## src/design/dslp_pkg.sv

```systemverilog
// dslp_pkg: shared constants, codes, types and the clamp-limit helper
// for the decimal sample line parser. No dependencies.
package dslp_pkg;

  localparam int DSLP_MAX_SAMPLE_BITS = 32;

  localparam int ACC_W    = 32;
  localparam int SAMPLE_W = 31;
  localparam int CHAR_W   = 8;
  localparam int COUNT_W  = 8;
  localparam int BITS_W   = 6;
  localparam int CFG_IDX_W  = 8;
  localparam int CFG_DATA_W = 32;

  localparam logic [CHAR_W-1:0] CH_ZERO = 8'h30;
  localparam logic [CHAR_W-1:0] CH_NINE = 8'h39;

  localparam logic [1:0] STAT_OK       = 2'd0;
  localparam logic [1:0] STAT_BAD_CHAR = 2'd1;
  localparam logic [1:0] STAT_COUNT    = 2'd2;

  localparam logic [CFG_IDX_W-1:0] REG_SAMPLE_BITS = 8'd0;
  localparam logic [CFG_IDX_W-1:0] REG_CHANNELS    = 8'd1;

  localparam logic [BITS_W-1:0]  SAMPLE_BITS_RST = 6'd16;
  localparam logic [COUNT_W-1:0] CHANNELS_RST    = 8'd2;

  typedef struct packed {
    logic [ACC_W-1:0]   acc;
    logic               pend;
    logic [COUNT_W-1:0] count;
    logic               skip;
  } line_state_t;

  typedef struct packed {
    logic                valid;
    logic [SAMPLE_W-1:0] sample_value;
    logic                has_sample;
    logic [1:0]          status;
    logic                line_done;
  } result_t;

  // 2^(b-1)-1 with b capped at max_bits and floored at 1
  function automatic logic [SAMPLE_W-1:0] clamp_lim(input logic [BITS_W-1:0] bits,
                                                    input int max_bits);
    logic [BITS_W-1:0] b;
    b = bits;
    if (int'(bits) > max_bits) b = BITS_W'(max_bits);
    if (b == '0) b = BITS_W'(1);
    return ~({SAMPLE_W{1'b1}} << (b - BITS_W'(1)));
  endfunction

endpackage

```

## src/design/dslp_channels.sv

```systemverilog
// Handshake channel interfaces for the decimal sample line parser:
// character input, result output and register write. Uses dslp_pkg.
interface dslp_in_if import dslp_pkg::*; ();
  logic              valid;
  logic              ready;
  logic [CHAR_W-1:0] char_code;
  logic              end_of_line;
  modport source (output valid, char_code, end_of_line, input ready);
  modport sink   (input valid, char_code, end_of_line, output ready);
endinterface

interface dslp_out_if import dslp_pkg::*; ();
  logic                valid;
  logic                ready;
  logic [SAMPLE_W-1:0] sample_value;
  logic                has_sample;
  logic [1:0]          status;
  logic                line_done;
  modport source (output valid, sample_value, has_sample, status, line_done, input ready);
  modport sink   (input valid, sample_value, has_sample, status, line_done, output ready);
endinterface

interface dslp_cfg_if import dslp_pkg::*; ();
  logic                  valid;
  logic                  ready;
  logic [CFG_IDX_W-1:0]  reg_index;
  logic [CFG_DATA_W-1:0] wdata;
  modport source (output valid, reg_index, wdata, input ready);
  modport sink   (input valid, reg_index, wdata, output ready);
endinterface

```

## src/design/dslp_step.sv

```systemverilog
// dslp_step: next line state and result word for one character.
// Pure combinational; uses dslp_pkg.
module dslp_step import dslp_pkg::*; (
  input  line_state_t         cur,
  input  logic [CHAR_W-1:0]   char_code,
  input  logic                end_of_line,
  input  logic [SAMPLE_W-1:0] lim,
  input  logic [COUNT_W-1:0]  channels,
  output line_state_t         nxt,
  output result_t             res
);

  logic              above, below, is_digit, close;
  logic [ACC_W+3:0]  prod, cand;
  logic [ACC_W-1:0]  acc_new;
  logic              pend_new;
  logic [SAMPLE_W-1:0] val;
  logic [COUNT_W-1:0]  count_inc;

  assign above    = char_code > CH_NINE;
  assign below    = char_code < CH_ZERO;
  assign is_digit = !above && !below;

  // acc*10 + digit; low nibble of '0'..'9' is the digit
  assign prod = {1'b0, cur.acc, 3'b000} + {3'b000, cur.acc, 1'b0}
              + {{ACC_W{1'b0}}, char_code[3:0]};
  assign acc_new  = !is_digit ? cur.acc
                  : (prod[ACC_W+3:ACC_W] != '0) ? {ACC_W{1'b1}} : prod[ACC_W-1:0];
  assign pend_new = cur.pend || is_digit;
  assign close    = (below || end_of_line) && pend_new;

  // clamp straight from the unsaturated sum: anything past 2^32-1 is above lim
  assign cand = is_digit ? prod : {4'b0000, cur.acc};
  assign val  = (cand > {5'b00000, lim}) ? lim : cand[SAMPLE_W-1:0];

  assign count_inc = !close ? cur.count
                   : (cur.count == {COUNT_W{1'b1}}) ? cur.count : cur.count + COUNT_W'(1);

  always_comb begin
    nxt = '0;
    res = '0;
    if (cur.skip) begin
      nxt.skip = !end_of_line;
    end else if (above) begin
      res.valid     = 1'b1;
      res.status    = STAT_BAD_CHAR;
      res.line_done = 1'b1;
      nxt.skip      = !end_of_line;
    end else if (end_of_line) begin
      res.valid        = 1'b1;
      res.sample_value = close ? val : '0;
      res.has_sample   = close;
      res.status       = (count_inc != channels) ? STAT_COUNT : STAT_OK;
      res.line_done    = 1'b1;
    end else if (close) begin
      res.valid        = 1'b1;
      res.sample_value = val;
      res.has_sample   = 1'b1;
      res.status       = STAT_OK;
      nxt.count        = count_inc;
    end else begin
      nxt.acc   = acc_new;
      nxt.pend  = pend_new;
      nxt.count = cur.count;
    end
  end

endmodule

```

## src/design/decimal_sample_line_parser.sv

```systemverilog
// decimal_sample_line_parser: top level; line state, register file and
// output word register. Uses dslp_pkg, dslp_channels, dslp_step.
//
//  channel  | dir | word fields                                   | notes
//  in_ch    | in  | char_code[7:0], end_of_line                   | one char per word
//  out_ch   | out | sample_value[30:0], has_sample, status[1:0],  | zero or one word
//           |     | line_done                                     | per input word
//  cfg_ch   | in  | reg_index[7:0], wdata[31:0]                   | 0 sample_bits,
//           |     |                                               | 1 channels_expected
//
// One input word per cycle while in_ch.ready is high; its result word shows in the next cycle.
// The rate is set by the combinational step logic (x10 add, saturate, clamp compare).
// in_ch.ready is low only while a result word sits in the output register and
// out_ch.ready is low. cfg_ch is always ready.
// rst_n (synchronous, active low) clears line state and the output valid flag and
// loads sample_bits 16, channels_expected 2.
module decimal_sample_line_parser import dslp_pkg::*; #(
  parameter int MAX_SAMPLE_BITS = DSLP_MAX_SAMPLE_BITS
) (
  input  logic        clk,
  input  logic        rst_n,
  dslp_in_if.sink     in_ch,
  dslp_out_if.source  out_ch,
  dslp_cfg_if.sink    cfg_ch
);

  // line state
  line_state_t st_r, st_nxt, step_nxt;
  result_t     res;

  // config: clamp limit is kept precomputed, off the per-character path
  logic [SAMPLE_W-1:0] lim_r, lim_nxt;
  logic [COUNT_W-1:0]  chan_r, chan_nxt;

  // output word register
  logic                out_valid_r, out_valid_nxt;
  logic [SAMPLE_W-1:0] out_value_r, out_value_nxt;
  logic                out_has_r, out_has_nxt;
  logic [1:0]          out_status_r, out_status_nxt;
  logic                out_done_r, out_done_nxt;

  logic in_acc, cfg_acc;

  assign in_ch.ready  = !out_valid_r || out_ch.ready;
  assign cfg_ch.ready = 1'b1;
  assign in_acc  = in_ch.valid && in_ch.ready;
  assign cfg_acc = cfg_ch.valid && cfg_ch.ready;

  dslp_step u_step (
    .cur         (st_r),
    .char_code   (in_ch.char_code),
    .end_of_line (in_ch.end_of_line),
    .lim         (lim_r),
    .channels    (chan_r),
    .nxt         (step_nxt),
    .res         (res)
  );

  always_comb begin
    st_nxt   = in_acc ? step_nxt : st_r;
    lim_nxt  = lim_r;
    chan_nxt = chan_r;
    if (cfg_acc) begin
      case (cfg_ch.reg_index)
        REG_SAMPLE_BITS: lim_nxt  = clamp_lim(cfg_ch.wdata[BITS_W-1:0], MAX_SAMPLE_BITS);
        REG_CHANNELS:    chan_nxt = cfg_ch.wdata[COUNT_W-1:0];
        default: ;
      endcase
    end
  end

  // a new word overwrites the register; otherwise it drains when taken
  always_comb begin
    out_valid_nxt  = out_valid_r;
    out_value_nxt  = out_value_r;
    out_has_nxt    = out_has_r;
    out_status_nxt = out_status_r;
    out_done_nxt   = out_done_r;
    if (in_acc) begin
      out_valid_nxt  = res.valid;
      out_value_nxt  = res.sample_value;
      out_has_nxt    = res.has_sample;
      out_status_nxt = res.status;
      out_done_nxt   = res.line_done;
    end else if (out_ch.ready) begin
      out_valid_nxt = 1'b0;
    end
  end

  always_ff @(posedge clk) begin
    if (!rst_n) begin
      st_r        <= '0;
      lim_r       <= clamp_lim(SAMPLE_BITS_RST, MAX_SAMPLE_BITS);
      chan_r      <= CHANNELS_RST;
      out_valid_r <= 1'b0;
    end else begin
      st_r        <= st_nxt;
      lim_r       <= lim_nxt;
      chan_r      <= chan_nxt;
      out_valid_r <= out_valid_nxt;
    end
  end

  always_ff @(posedge clk) begin
    out_value_r  <= out_value_nxt;
    out_has_r    <= out_has_nxt;
    out_status_r <= out_status_nxt;
    out_done_r   <= out_done_nxt;
  end

  assign out_ch.valid        = out_valid_r;
  assign out_ch.sample_value = out_value_r;
  assign out_ch.has_sample   = out_has_r;
  assign out_ch.status       = out_status_r;
  assign out_ch.line_done    = out_done_r;

  // skipping a line means all other line state was already cleared
  a_skip_clean: assert property (@(posedge clk) disable iff (!rst_n)
    st_r.skip |-> (st_r.acc == '0 && !st_r.pend && st_r.count == '0))
    else $error("skip set with live line state");

  // emitted samples never exceed the configured clamp limit
  a_clamped: assert property (@(posedge clk) disable iff (!rst_n)
    (out_valid_r && out_has_r) |-> (out_value_r <= lim_r))
    else $error("sample above clamp limit");

  // a bad character closes the line and carries no sample
  a_bad_char: assert property (@(posedge clk) disable iff (!rst_n)
    (out_valid_r && out_status_r == STAT_BAD_CHAR) |-> (out_done_r && !out_has_r))
    else $error("bad-character word malformed");

  // characters swallowed while skipping leave no result word behind
  a_skip_silent: assert property (@(posedge clk) disable iff (!rst_n)
    (in_acc && st_r.skip) |=> !out_valid_r)
    else $error("result produced while skipping");

endmodule
```

## src/flat_wrapper.sv

```systemverilog
// flat-port wrapper written by rule: the top's interface ports become plain ports
module decimal_sample_line_parser_flat import dslp_pkg::*;
#(
  parameter int MAX_SAMPLE_BITS = DSLP_MAX_SAMPLE_BITS
)
  (clk, rst_n, in_ch_valid, in_ch_char_code, in_ch_end_of_line, in_ch_ready, out_ch_valid, out_ch_sample_value, out_ch_has_sample, out_ch_status, out_ch_line_done, out_ch_ready, cfg_ch_valid, cfg_ch_reg_index, cfg_ch_wdata, cfg_ch_ready);
  dslp_in_if in_ch_i ();
  dslp_out_if out_ch_i ();
  dslp_cfg_if cfg_ch_i ();
  input  logic clk;
  input  logic rst_n;
  input wire logic [$bits(in_ch_i.valid)-1:0] in_ch_valid;
  input wire logic [$bits(in_ch_i.char_code)-1:0] in_ch_char_code;
  input wire logic [$bits(in_ch_i.end_of_line)-1:0] in_ch_end_of_line;
  output wire logic [$bits(in_ch_i.ready)-1:0] in_ch_ready;
  output wire logic [$bits(out_ch_i.valid)-1:0] out_ch_valid;
  output wire logic [$bits(out_ch_i.sample_value)-1:0] out_ch_sample_value;
  output wire logic [$bits(out_ch_i.has_sample)-1:0] out_ch_has_sample;
  output wire logic [$bits(out_ch_i.status)-1:0] out_ch_status;
  output wire logic [$bits(out_ch_i.line_done)-1:0] out_ch_line_done;
  input wire logic [$bits(out_ch_i.ready)-1:0] out_ch_ready;
  input wire logic [$bits(cfg_ch_i.valid)-1:0] cfg_ch_valid;
  input wire logic [$bits(cfg_ch_i.reg_index)-1:0] cfg_ch_reg_index;
  input wire logic [$bits(cfg_ch_i.wdata)-1:0] cfg_ch_wdata;
  output wire logic [$bits(cfg_ch_i.ready)-1:0] cfg_ch_ready;
  assign in_ch_i.valid = in_ch_valid;
  assign in_ch_i.char_code = in_ch_char_code;
  assign in_ch_i.end_of_line = in_ch_end_of_line;
  assign in_ch_ready = in_ch_i.ready;
  assign out_ch_valid = out_ch_i.valid;
  assign out_ch_sample_value = out_ch_i.sample_value;
  assign out_ch_has_sample = out_ch_i.has_sample;
  assign out_ch_status = out_ch_i.status;
  assign out_ch_line_done = out_ch_i.line_done;
  assign out_ch_i.ready = out_ch_ready;
  assign cfg_ch_i.valid = cfg_ch_valid;
  assign cfg_ch_i.reg_index = cfg_ch_reg_index;
  assign cfg_ch_i.wdata = cfg_ch_wdata;
  assign cfg_ch_ready = cfg_ch_i.ready;
  decimal_sample_line_parser #(.MAX_SAMPLE_BITS(MAX_SAMPLE_BITS)) u_core (.clk(clk), .rst_n(rst_n), .in_ch(in_ch_i), .out_ch(out_ch_i), .cfg_ch(cfg_ch_i));
endmodule
```

## config.mk

```make
export PLATFORM = sky130hd
export DESIGN_NAME = decimal_sample_line_parser_flat
export DESIGN_NICKNAME = d
export VERILOG_FILES = /design/src/design/dslp_pkg.sv /design/src/design/dslp_channels.sv /design/src/design/dslp_step.sv /design/src/design/decimal_sample_line_parser.sv /design/src/flat_wrapper.sv
export SDC_FILE = /design/constraint.sdc
export NUM_CORES = 1
export LEC_CHECK = 0
export BUFFER_PORTS_ARGS = -buffer_cell sky130_fd_sc_hd__buf_2
export CORE_MARGIN = 2
export CORE_UTILIZATION = 55
export DETAILED_ROUTE_END_ITERATION = 16
export PLACE_DENSITY = 0.77
export RECOVER_POWER = 25
export SLEW_MARGIN = 15
export SYNTH_ARGS = -nofsm -noshare
export SYNTH_HDL_FRONTEND = slang
export SYNTH_SLANG_ARGS = --single-unit
export TNS_END_PERCENT = 50
```

## constraint.sdc

```tcl
create_clock -name clk -period 4.5 [get_ports clk]
set_input_delay 0.225 -clock clk [delete_from_list [all_inputs] [get_ports clk]]
set_output_delay 0.225 -clock clk [all_outputs]
set_load 0.05 [all_outputs]
```

==> key figures <==
Critical path
  – Slowest cell on the critical path: o21ai_0
  – FF-to-FF Start: u_core.st_r[12]
  – Critical path capture point type: register
  – Crit Path Class: reg2reg
  – WP data required: between 4 and 5 ns
  – Most frequent CP cell: buf_4
  – Worst reg-to-reg path cell count: 22
  – CP cell instances: buf_4 -> ha_1 -> ha_1 -> o211ai_2 -> buf_4 -> o211ai_2 -> nand2_1 -> xor2_1 -> buf_4 -> o21ai_0 -> ha_1 -> a21oi_1 -> o21ai_0 -> a221o_1 -> o31ai_2 -> a21boi_1 -> o41ai_2 -> o211ai_1 -> buf_4 -> buf_8 -> nor3_4 -> nor3_2
  – Worst Setup Start Kind: register
  – Crit Reg-Reg Endpoint: u_core.out_ch.sample_value[12]
  – Worst Path Max Fanout: 5
  – Max incr delay on CP: approximately 0.40 ns
  – FF-to-FF setup slack: -0.62 ns
  – Arr. time, crit path: 5.27 ns

Yosys
  – Sequential area share after synthesis: between 20 and 30%
  – Post-synth top flop: dfxtp_1
  – Synth top area share: 18.06%
  – Ys Warns: 0
  – Synth Area per Inst: approximately 8.4 µm²
  – Async set-reset flop share out of synthesis: 0%
  – Synth area leader: dfxtp_1
  – Post-synthesis cell type count: between 80 and 90
  – Syn nets: 1235
  – Top post-synthesis cells by area: dfxtp_1 (18%), ha_1 (14%), edfxtp_1 (12%), nand2_1 (6.9%), a21oi_1 (3.7%)
  – Number of flops mapped to enable cells by yosys: 35
  – #FFs+latches synth: around 120
  – Syn Inst Count: roughly 1100
  – Post-synthesis instance area: 0.009091 mm²

STA
  – TNS Setup: -18.07 ns
  – Least-Margin Pin Slew: between 1 and 1.5 ns
  – Clk_skew: ~0.014 ns
  – Min Tclk post-route: around 5 ns
  – Tcrit/Tclk final: 113.9%
  – Max Fclk: slightly below 200 MHz
  – Hold Violations, Final: 0
  – Hold_ws: approximately 0.062 ns
  – Pins over their slew limit: 0
  – Setup violation total in the final timing report: 31
  – RSZ-0062 raised after global routing: yes
  – Slew HR: between 20% and 30%
  – Final worst setup slack: -0.6234 ns

Floorplanning
  – Die width: between 100 and 150 µm
  – Initial Util: around 56%
  – Die area: between 0.015 and 0.02 mm²
  – Cell Rows: 47
  – Core area: approximately 0.016 mm²
  – Die height: between 100 and 150 µm
  – Io pins: a little over 90

Global routing
  – Grt ovf: 0
  – Pin count of the biggest net entering global routing: 45
  – Global-route usage over all layers: between 20% and 30%
  – Initial antenna violation count: 0
  – Number of global-route vias before repair: roughly 8700
  – Global-route wire length before repair: between 40000 and 50000 µm

Clock tree
  – Clock Latency Late Sink: roughly 0.43 ns
  – Root Buffer: clkbuf_16
  – Num CTS Buffers: 17
  – H-tree depth: 4
  – Clk buf depth: 2
  – Clk slew on worst S/H paths: 0.07 ns
  – Hold buffers post-CTS: 0
  – TritonCTS clock tree: yes
  – Clk sinks: approximately 120

Routing
  – Metal2 WL: between 10000 and 15000 µm
  – Total wire length: 28070 µm
  – Vias: just over 9000
  – Top sig layer: met4
  – Vias per inst: 6.164
  – First-pass DRT Iterations: 5
  – DRT iter0 DRCs: roughly 950
  – Met3 WL: 2082 µm
  – Drt wl/cell: ~19 µm
  – DRC Markers: 0
  – M1 WL: between 10000 and 15000 µm
  – Post-route ant nets: 0

Placed design
  – # port buffers: 66
  – Pre-CTS WS: -0.4792 ns
  – Hpwl dp: 18940 µm
  – Placed Area: 0.01053 mm²
  – Placed cell count: 1443
  – RePlAce Congestion: between 0.9 and 1

Finish
  – Most frequent cells in the layout: nand2_1 (167), buf_4 (130), ha_1 (96)
  – Most common cell after layout, fill and taps aside: nand2_1
  – Share of layout cells above drive strength 1: around 27%
  – Antenna diodes: 0
  – Fin cells: between 1000 and 1500
  – Syn-to-layout area delta: 26.60%
  – Final nets: between 1000 and 1500
  – Fin area: 0.01151 mm²

Status
  – Failing checks: setup timing
  – Run status: finished with violations

Power and ir drop
  – Cell Pwr Density: between 200 and 250 mW/mm²
  – Peak supply drop: 0.3304 mV
  – Leak: between 0.005 and 0.006 µW

Worst hold path
  – Hold Path Depth: 3
  – Worst min-delay path class: in2reg
  – Hold EP: u_core.chan_r[7]
  – HP Start: cfg_ch_wdata[7]

Flow run
  – MaxCap Viol Count: 0
[where the power goes]
part	total (µW)	internal [µW]	switching, µW
clock network	1400	863	541
registers	1110	1100	7.74
logic	199	47.0	152
total	2710	2010	701
[how the worst max path moves through the flow]
stage | cells past startpoint | to | start | slack, ns
after floorplan | 20 | u_core.out_ch.sample_value[12] | u_core.st_r[10] | -0.09
after global placement | 21 | u_core.out_ch.sample_value[8] | in_ch_char_code[3] | -0.41
after detailed placement | 21 | u_core.out_ch.sample_value[7] | in_ch_char_code[3] | -0.48
after CTS | 21 | u_core.out_ch.sample_value[6] | u_core.st_r[10] | -0.43
after global routing | 21 | u_core.out_ch.sample_value[12] | u_core.st_r[12] | -0.83
final | 22 | u_core.out_ch.sample_value[12] | u_core.st_r[12] | -0.62
[synth_stat cells, types with 4 or more instances]
cell and number:
dfxtp_1 82, a21oi_1 67, and2_1 9, nor3_2 22
a21o_1 23, nor3_1 43, o21ai_0 64, nor2b_1 32
a21oi_2 29, buf_2 6, mux2i_1 12, nand4_1 12
nor4_1 5, edfxtp_1 35, ha_1 99, o21a_1 6
nand3_1 25, clkbuf_1 33, o21ai_1 9, mux2_2 8
and4_1 4, a22oi_1 4, buf_4 6, o32a_1 5
and3_1 4, buf_6 6, o311ai_0 6, a21boi_0 6
xor2_1 17, nor2_1 66, o21bai_1 6, nand2b_1 8
nand2_1 167, o211ai_1 15, xnor2_1 17, inv_1 46
a21boi_1 5
[area by class of cell]
class                           instances  area, µm²
Inverter                               46      172.7
Sequential cell                       117       2696
Multi-Input combinational cell        865       6301
Clock buffer                           20      500.5
Fill cell                            1230       4838
Tap cell                              220      275.3
Clock inverter                         12      113.9
Timing Repair Buffer                  209       1450
[routing by layer]
metal  track usage, %  up-vias
li1                 -     4248
met1            38.26     4345
met2            50.55      488
met3            4.023       97
met4            12.07        0
met5                0        -
[through the flow]
stage | utilization [%] | power [µW]
2_1_floorplan | - | 1265
3_3_place_gp | 64.40 | 1329
3_5_place_dp | 64.40 | 1330
4_1_cts | 68.86 | 2694
5_1_grt | 70.40 | 2767
6_report | 70.40 | 2715
[registers in the layout (all words and copies together) (netlist names)]
| register | flops |
|---|---|
| u_core.st_r | 42 |
| u_core.out_ch.valid | 1 |
| u_core.chan_r | 8 |
| u_core.out_ch.line_done | 1 |
| u_core.out_ch.status | 2 |
| u_core.out_ch.has_sample | 1 |
| u_core.lim_r | 31 |
| u_core.out_ch.sample_value | 31 |
[what timing repair did]
item	CTS	global route
pin swaps	13	23
hold endpoints to repair	0	0
buffers inserted	7	3
endpoints found under the setup margin	31	31
gates resized for setup	15	53
cloned	0	4
[kinds of logic (layout without fill, tap and decap cells)]
kind of cell,count (synthesis),in the layout,synth area share (%)
AND/OR/NAND/NOR,413,413,22.46
AO/OA/AOI/OAI,294,294,22.87
flip-flops,117,117,29.62
adder cells (fa/ha/maj),101,101,14.07
buffers and inverters,98,287,4.872
XOR/XNOR,36,36,3.757
multiplexers,20,20,2.312
other,1,1,0.04125
[critical path: cells and delay by family, from the launching register on]
family	cells	cell delay [ns]
AOI/OAI and AO/OA	10	2.18
adders and majority gates	3	0.99
buffers and inverters	5	0.81
and+or+nand+nor	3	0.34
DFF	1	0.33
xor gates and xnor gates	1	0.17
Power figures use the tool's default switching activity.
